## config.mk

```make
export PLATFORM = sky130hd
export DESIGN_NAME = utf8_to_utf16_transcoder_top
export DESIGN_NICKNAME = d
export VERILOG_FILES = /design/src/design/utt_pkg.sv /design/src/design/utt_decode.sv /design/src/design/utt_outbuf.sv /design/src/design/utf8_to_utf16_transcoder_top.sv
export SDC_FILE = /design/constraint.sdc
export NUM_CORES = 1
export LEC_CHECK = 0
export BUFFER_PORTS_ARGS = -buffer_cell sky130_fd_sc_hd__buf_2
export CORE_ASPECT_RATIO = 0.7
export CORE_MARGIN = 1.5
export CORE_UTILIZATION = 30
export CTS_BUF_LIST = sky130_fd_sc_hd__clkbuf_4
export DETAILED_ROUTE_END_ITERATION = 10
export PLACE_DENSITY = 0.44
export SETUP_SLACK_MARGIN = 0.15
export SYNTH_ARGS = -nofsm -noshare
export SYNTH_HDL_FRONTEND = slang
export SYNTH_SLANG_ARGS = --single-unit
export TNS_END_PERCENT = 5
```

## constraint.sdc

```tcl
create_clock -name clk -period 3.3 [get_ports clk]
set_input_delay 0.825 -clock clk [delete_from_list [all_inputs] [get_ports clk]]
set_output_delay 0.825 -clock clk [all_outputs]
set_load 0.01 [all_outputs]
```

## src/design/utt_pkg.sv

```systemverilog
// ----------------------------------------------------------------------------
// UTF-8 to UTF-16 transcoder package
// Shared types, constants and the code point to UTF-16 conversion function.
// ----------------------------------------------------------------------------
package utt_pkg;

	localparam int UNIT_W = 16;
	localparam int BATCH_N = 4;

	localparam logic [31:0] CP_MAX = 32'h0010_FFFF;
	localparam logic [31:0] BMP_MAX = 32'h0000_FFFF;
	localparam logic [31:0] SURR_LO = 32'h0000_D800;
	localparam logic [31:0] SURR_END = 32'h0000_E000;
	localparam logic [20:0] PLANE1_BASE = 21'h01_0000;
	localparam logic [5:0] HI_SURR_TAG = 6'b110110;
	localparam logic [5:0] LO_SURR_TAG = 6'b110111;

	typedef logic [UNIT_W-1:0] unit_t;

	// Units that one code point turns into, first unit in u0.
	typedef struct packed {
		logic [1:0] n;
		unit_t u0;
		unit_t u1;
	} utt_emit_t;

	// Units that one accepted item turns into, in delivery order.
	typedef struct packed {
		logic [2:0] count;
		unit_t [BATCH_N-1:0] unit;
	} utt_batch_t;

	function automatic utt_emit_t utt_encode(input logic [31:0] cp);
		utt_emit_t e;
		logic [20:0] v;
		v = cp[20:0] - PLANE1_BASE;
		e.n = 2'd0;
		e.u0 = cp[15:0];
		e.u1 = {LO_SURR_TAG, cp[9:0]};
		if (cp > CP_MAX) begin
			e.n = 2'd0;
		end else if (cp > BMP_MAX) begin
			e.n = 2'd2;
			e.u0 = {HI_SURR_TAG, v[19:10]};
		end else if (cp >= SURR_LO && cp < SURR_END) begin
			e.n = 2'd0;
		end else begin
			e.n = 2'd1;
		end
		return e;
	endfunction

endpackage

```

## src/design/utt_decode.sv

```systemverilog
// ----------------------------------------------------------------------------
// UTF-8 to UTF-16 transcoder byte decoder
// Registers the incoming byte, keeps the code point accumulator and turns each
// byte into a batch of zero to four UTF-16 units.
// ----------------------------------------------------------------------------
module utt_decode (
	input  logic                clk,
	input  logic                arst_n,
	input  logic                in_valid,
	output logic                in_ready,
	input  logic [7:0]          in_byte,
	input  logic                in_last,
	output logic                batch_valid,
	input  logic                batch_ready,
	output utt_pkg::utt_batch_t batch
);
	import utt_pkg::*;

	logic       valid_s1;
	logic [7:0] byte_s1;
	logic       last_s1;
	logic [31:0] acc_q;
	logic       pend_q;

	logic        cont;
	logic        advance;
	logic [31:0] acc_next;
	utt_emit_t   e1;
	utt_emit_t   e2;
	utt_emit_t   enc_old;
	utt_emit_t   enc_new;

	assign advance = valid_s1 && batch_ready;
	assign in_ready = !valid_s1 || batch_ready;
	assign batch_valid = valid_s1;

	assign cont = (byte_s1[7:6] == 2'b10);

	always_comb begin
		if (byte_s1[7] == 1'b0) begin
			acc_next = {24'd0, byte_s1};
		end else if (cont) begin
			acc_next = {acc_q[25:0], byte_s1[5:0]};
		end else if (byte_s1[5] == 1'b0) begin
			acc_next = {27'd0, byte_s1[4:0]};
		end else if (byte_s1[4] == 1'b0) begin
			acc_next = {28'd0, byte_s1[3:0]};
		end else begin
			acc_next = {29'd0, byte_s1[2:0]};
		end
	end

	assign enc_old = utt_encode(acc_q);
	assign enc_new = utt_encode(acc_next);

	always_comb begin
		e1 = enc_old;
		e2 = enc_new;
		if (cont || !pend_q) begin
			e1.n = 2'd0;
		end
		if (!last_s1) begin
			e2.n = 2'd0;
		end
		batch.count = {1'b0, e1.n} + {1'b0, e2.n};
		batch.unit[3] = e2.u1;
		case (e1.n)
			2'd1: begin
				batch.unit[0] = e1.u0;
				batch.unit[1] = e2.u0;
				batch.unit[2] = e2.u1;
			end
			2'd2: begin
				batch.unit[0] = e1.u0;
				batch.unit[1] = e1.u1;
				batch.unit[2] = e2.u0;
			end
			default: begin
				batch.unit[0] = e2.u0;
				batch.unit[1] = e2.u1;
				batch.unit[2] = e2.u1;
			end
		endcase
	end

	always_ff @(posedge clk or negedge arst_n) begin
		if (!arst_n) begin
			valid_s1 <= 1'b0;
		end else if (in_ready) begin
			valid_s1 <= in_valid;
		end
	end

	always_ff @(posedge clk) begin
		if (in_ready && in_valid) begin
			byte_s1 <= in_byte;
			last_s1 <= in_last;
		end
	end

	always_ff @(posedge clk or negedge arst_n) begin
		if (!arst_n) begin
			acc_q <= 32'd0;
			pend_q <= 1'b0;
		end else if (advance) begin
			if (last_s1) begin
				acc_q <= 32'd0;
				pend_q <= 1'b0;
			end else begin
				acc_q <= acc_next;
				pend_q <= 1'b1;
			end
		end
	end

endmodule

```

## src/design/utt_outbuf.sv

```systemverilog
// ----------------------------------------------------------------------------
// UTF-8 to UTF-16 transcoder output buffer
// Holds the units of one batch and hands them out one item per cycle while
// out_ready is high, marking the last unit of the batch.
// ----------------------------------------------------------------------------
module utt_outbuf (
	input  logic                clk,
	input  logic                arst_n,
	input  logic                batch_valid,
	output logic                batch_ready,
	input  utt_pkg::utt_batch_t batch,
	output logic                out_valid,
	input  logic                out_ready,
	output logic [15:0]         out_unit,
	output logic                out_last
);
	import utt_pkg::*;

	unit_t      unit_q [BATCH_N];
	logic [2:0] cnt_q;
	logic [1:0] rd_q;
	logic       take;
	logic       load;

	assign out_valid = (cnt_q != 3'd0);
	assign out_unit = unit_q[rd_q];
	assign out_last = (cnt_q == 3'd1);
	assign take = out_valid && out_ready;
	assign batch_ready = (cnt_q == 3'd0) || (cnt_q == 3'd1 && out_ready);
	assign load = batch_valid && batch_ready;

	always_ff @(posedge clk or negedge arst_n) begin
		if (!arst_n) begin
			cnt_q <= 3'd0;
			rd_q <= 2'd0;
		end else if (load) begin
			cnt_q <= batch.count;
			rd_q <= 2'd0;
		end else if (take) begin
			cnt_q <= cnt_q - 3'd1;
			rd_q <= rd_q + 2'd1;
		end
	end

	always_ff @(posedge clk) begin
		if (load) begin
			for (int i = 0; i < BATCH_N; i++) begin
				unit_q[i] <= batch.unit[i];
			end
		end
	end

endmodule

```

## src/design/utf8_to_utf16_transcoder_top.sv

```systemverilog
// ----------------------------------------------------------------------------
// UTF-8 to UTF-16 transcoder
// Decodes a UTF-8 byte stream into UTF-16 code units.
//
// Channel  Dir  tdata                 tlast
// s_*      in   [7:0] in_byte         string_last
// m_*      out  [15:0] utf16_unit     run_last
//
// A byte is registered, decoded against the accumulator and its units are
// loaded into a four-entry output buffer. A byte that gives at most one unit
// does not hold the decoder, so one byte per cycle is sustained while m_tready
// is high; a byte that gives more units holds it while the buffer drains.
// Reset clears the accumulator, the pending flag and all valid flags.
// A stall on m_tready backs up through the buffer and the input register.
// ----------------------------------------------------------------------------
module utf8_to_utf16_transcoder_top (
	input  logic        clk,
	input  logic        arst_n,
	input  logic        s_tvalid,
	output logic        s_tready,
	input  logic [7:0]  s_tdata,   // [7:0] in_byte
	input  logic        s_tlast,
	output logic        m_tvalid,
	input  logic        m_tready,
	output logic [15:0] m_tdata,   // [15:0] utf16_unit
	output logic        m_tlast
);
	import utt_pkg::*;

	utt_batch_t batch;
	logic       batch_valid;
	logic       batch_ready;

	utt_decode u_decode (
		.clk         (clk),
		.arst_n      (arst_n),
		.in_valid    (s_tvalid),
		.in_ready    (s_tready),
		.in_byte     (s_tdata),
		.in_last     (s_tlast),
		.batch_valid (batch_valid),
		.batch_ready (batch_ready),
		.batch       (batch)
	);

	utt_outbuf u_outbuf (
		.clk         (clk),
		.arst_n      (arst_n),
		.batch_valid (batch_valid),
		.batch_ready (batch_ready),
		.batch       (batch),
		.out_valid   (m_tvalid),
		.out_ready   (m_tready),
		.out_unit    (m_tdata),
		.out_last    (m_tlast)
	);

endmodule

```

==> impl_results.md <==
* Cell internal pwr at 3.25 mW
* Clock-pin slew on the worst setup and hold paths at 0.18 ns
* Post-synth EDFFs at 67
* Largest net degree at the start of global routing at 80
* CTS tree: built
* Post-synth ARST share at 36.8%
* Run status: finished clean
* Register area share after synthesis at 54.8%
* Critical path class: reg -> reg
* Fin nets at 537
* Slew Limit Fails at 0
* Maxcap violations at 0
* Rows at 41
* Port Buffer Count at 31
* Worst setup endpoint: u_outbuf.unit_q[2][6]
* Total power at 5.44 mW
* R2R cell count at 10
* Crit path DAT at 3.21 ns
* Multi-input gate area at 0.00222 mm²
* DIE HEIGHT at 116 µm
* CP startpoint kind: flop
* CTS buffer count at 9
* Worst R2R Setup Slack at 0.31 ns
* Synth Warn # at 0
* Starting Density at 30.5%
* Mapped Avg Cell Area at 11.2 µm²
* Worst-Margin Slew at 0.950 ns
* Vias in the first global route at 3,927
* Power Dens Cells at 891 mW/mm²
* CP Capture Type: flop
* Leakage at 2.38 nW
* CP Max Fanout at 7
* Horiz. Die Dim at 164 µm
* Die Footprint at 0.0190 mm²
* Clock root buffer: clkbuf_4
* Cells after synthesis at 487
* Combinational cell fraction of total power at 44.3%
* Grt total ovfl at 0
* ANT cells at 0
* Std-Cell Core Area at 0.0179 mm²
* Switching share of power at 40.2%
* Hold Path Class: in -> async
* Via count at 4,049
* Syn Nets at 509
* Sequential Area at 0.00299 mm²
* Final-layout fill cell count at 1,753
* Worst Setup SP: u_decode.acc_q[16]
* Worst r2r src: u_decode.acc_q[16]
* Tmin final at 2.99 ns
* Final Hold Viols at 0
* Peak VDD IR at 348 µV
* GRT Overall Usage at 16.9%
* Sequential Power Share at 41.8%
* Initial drt markers at 353
* Clock sink count at 106
* Setup Fix Bufs, Post-CTS at 0
* Slew Limit Headroom at 36.7%
* Worst Clk Skew at 0.0325 ns
* Reg2Reg Capture Point: u_outbuf.unit_q[2][6]
* Final wirelength at 15.2 mm
* Most common cell after layout, fill and taps aside: nand2_1
* Drc violations at 0
* Max Buffers Root-to-Sink at 2
* Cell variety after synth at 61
* Via density at 5.36
* Avg WL per Cell at 20.0 µm
* First-pass GRT wire length at 23.9 mm
* RSZ-0062 raised after global routing: false
* Final setup fails at 0
* Fmax at 0.334 GHz
* P&R area growth vs syn at 11.9%
* Post-DP HPWL at 10.6 mm
* Ports at 32
* Clock share of power at 13.9%
* Routability cong. at 0.850
* Setup_tns at 0 ns
* TritonRoute pass-1 iters at 6
* Routed Antenna Nets at 0
* Share of cells above drive strength 1 at 19.4%
* Seq cells post-synth at 106
* # H-tree levels at 3
* P_sw at 2.19 mW
* WP data required at 3.51 ns
* Initial antenna violation count at 0
* Clk Latency, worst-skew pair at 0.50 ns
* Most frequent cells in the layout: 82 x nand2_1, 67 x edfxtp_1, 39 x dfrtp_1
* Final period util at 90.7%
* Cell Area, Synth at 0.00546 mm²
* Ys flop type: edfxtp_1
-- per-layer routing --
metal,up-vias,share of wire [%],track usage (%),routed length [µm]
met5,-,0,0,0
met1,2040,52,26.8,7860
met3,11,6.0,4.01,911
met4,0,0.97,3.70,147
met2,120,41,22.8,6230
li1,1878,-,-,-
-- flip-flops by register name (all words and copies together), names as in the netlist --
register,cells
u_decode.acc_q,32
u_decode.batch_valid,1
u_decode.byte_s1,8
u_decode.last_s1,1
u_decode.pend_q,1
u_outbuf.cnt_q,3
u_outbuf.rd_q,2
u_outbuf.unit_q,58
-- final cells by class --
| type | instances | area share [%] |
|---|---|---|
| Timing Repair Buffer | 55 | 5.70 |
| Multi-Input combinational cell | 319 | 36.4 |
| Tap cell | 236 | 4.84 |
| Clock buffer | 10 | 1.23 |
| Sequential cell | 106 | 49.0 |
| Inverter | 24 | 1.48 |
| Clock inverter | 6 | 1.35 |
-- worst min path at each step --
stage | start | endpoint | slack [ns]
2_1_floorplan | u_decode.acc_q[30] | u_decode.acc_q[30] | 0.44
3_3_place_gp | u_decode.acc_q[26] | u_decode.acc_q[26] | 0.46
3_5_place_dp | u_decode.acc_q[26] | u_decode.acc_q[26] | 0.46
4_1_cts | arst_n | u_decode.acc_q[0] | 0.45
5_1_grt | s_tdata[0] | u_decode.byte_s1[0] | 0.45
6_report | arst_n | u_decode.acc_q[0] | 0.45
-- what timing repair did --
item | 4_1_cts | 5_1_grt
endpoints found under the setup margin | 10 | 10
hold buffers | 0 | 0
resized for setup | 1 | 3
-- cell usage after synthesis (2+ instances only) --
cell | instances | share of area [%]
nand2_1 | 82 | 5.6
edfxtp_1 | 67 | 37
dfrtp_1 | 39 | 18
inv_1 | 24 | 1.7
nand3_1 | 24 | 2.2
clkbuf_1 | 22 | 1.5
nand4_1 | 16 | 1.8
o31ai_1 | 15 | 2.1
nor2_1 | 13 | 0.89
o221ai_1 | 13 | 2.1
mux2i_1 | 12 | 2.2
o22ai_1 | 12 | 1.4
buf_2 | 11 | 1.0
mux4_2 | 10 | 4.1
a22oi_1 | 8 | 1.1
ha_1 | 8 | 1.8
nor2b_1 | 8 | 0.92
o21ai_0 | 8 | 0.73
a21oi_1 | 7 | 0.64
o211ai_1 | 7 | 0.96
nand2b_1 | 6 | 0.69
a21o_1 | 5 | 0.69
mux2_2 | 5 | 1.0
xor2_1 | 5 | 0.80
a211o_1 | 4 | 0.64
o22a_1 | 4 | 0.64
o2bb2ai_1 | 4 | 0.64
and2_1 | 3 | 0.34
and3_1 | 3 | 0.34
buf_4 | 3 | 0.41
a32o_1 | 2 | 0.37
nor2_2 | 2 | 0.23
nor3_1 | 2 | 0.18
nor3b_1 | 2 | 0.28
nor4_1 | 2 | 0.23
o21a_1 | 2 | 0.28
o21ai_2 | 2 | 0.32
o21bai_1 | 2 | 0.28
-- stage by stage --
stage | cell area [µm²] | setup WS, ns | std cells | util (%) | hold slack (ns)
3_3_place_gp | 5920 | 0.252 | 740 | 33.1 | 0.457
5_1_grt | 6100 | 0.159 | 756 | 34.1 | 0.451
3_5_place_dp | 5920 | 0.128 | 740 | 33.1 | 0.459
2_1_floorplan | 5460 | 0.125 | 487 | - | 0.439
4_1_cts | 6080 | 0.199 | 756 | 34.0 | 0.446
6_report | 6100 | 0.306 | 756 | 34.1 | 0.454
-- cells by family after synthesis --
family	share of synthesized area, %
flops	54.8
compound gates	14.1
fa+ha+maj	2.20
simple gates	15.6
mux	7.36
xor+xnor	0.963
buf+inv	4.93
-- power by group through the flow --
| stage | Sequential (mW) | Clock [mW] | Combinational, mW |
|---|---|---|---|
| global route | 2.31 | 0.831 | 2.68 |
| detailed placement | 2.30 | 0 | 2.42 |
| global placement | 2.29 | 0 | 2.42 |
| finish | 2.27 | 0.756 | 2.41 |
| CTS | 2.27 | 0.795 | 2.44 |
| floorplan | 2.14 | 0 | 1.67 |
-- worst max-delay path: stages, from the launching register on --
cell,delay [ns]
dfrtp_1,0.43
inv_1,0.10
ha_1,0.19
nor3b_4,0.23
o2111ai_1,0.15
or3_2,0.46
ha_2,0.34
or2_2,0.36
a31oi_4,0.19
buf_4,0.18
o22ai_1,0.09
Power figures use the tool's default switching activity.
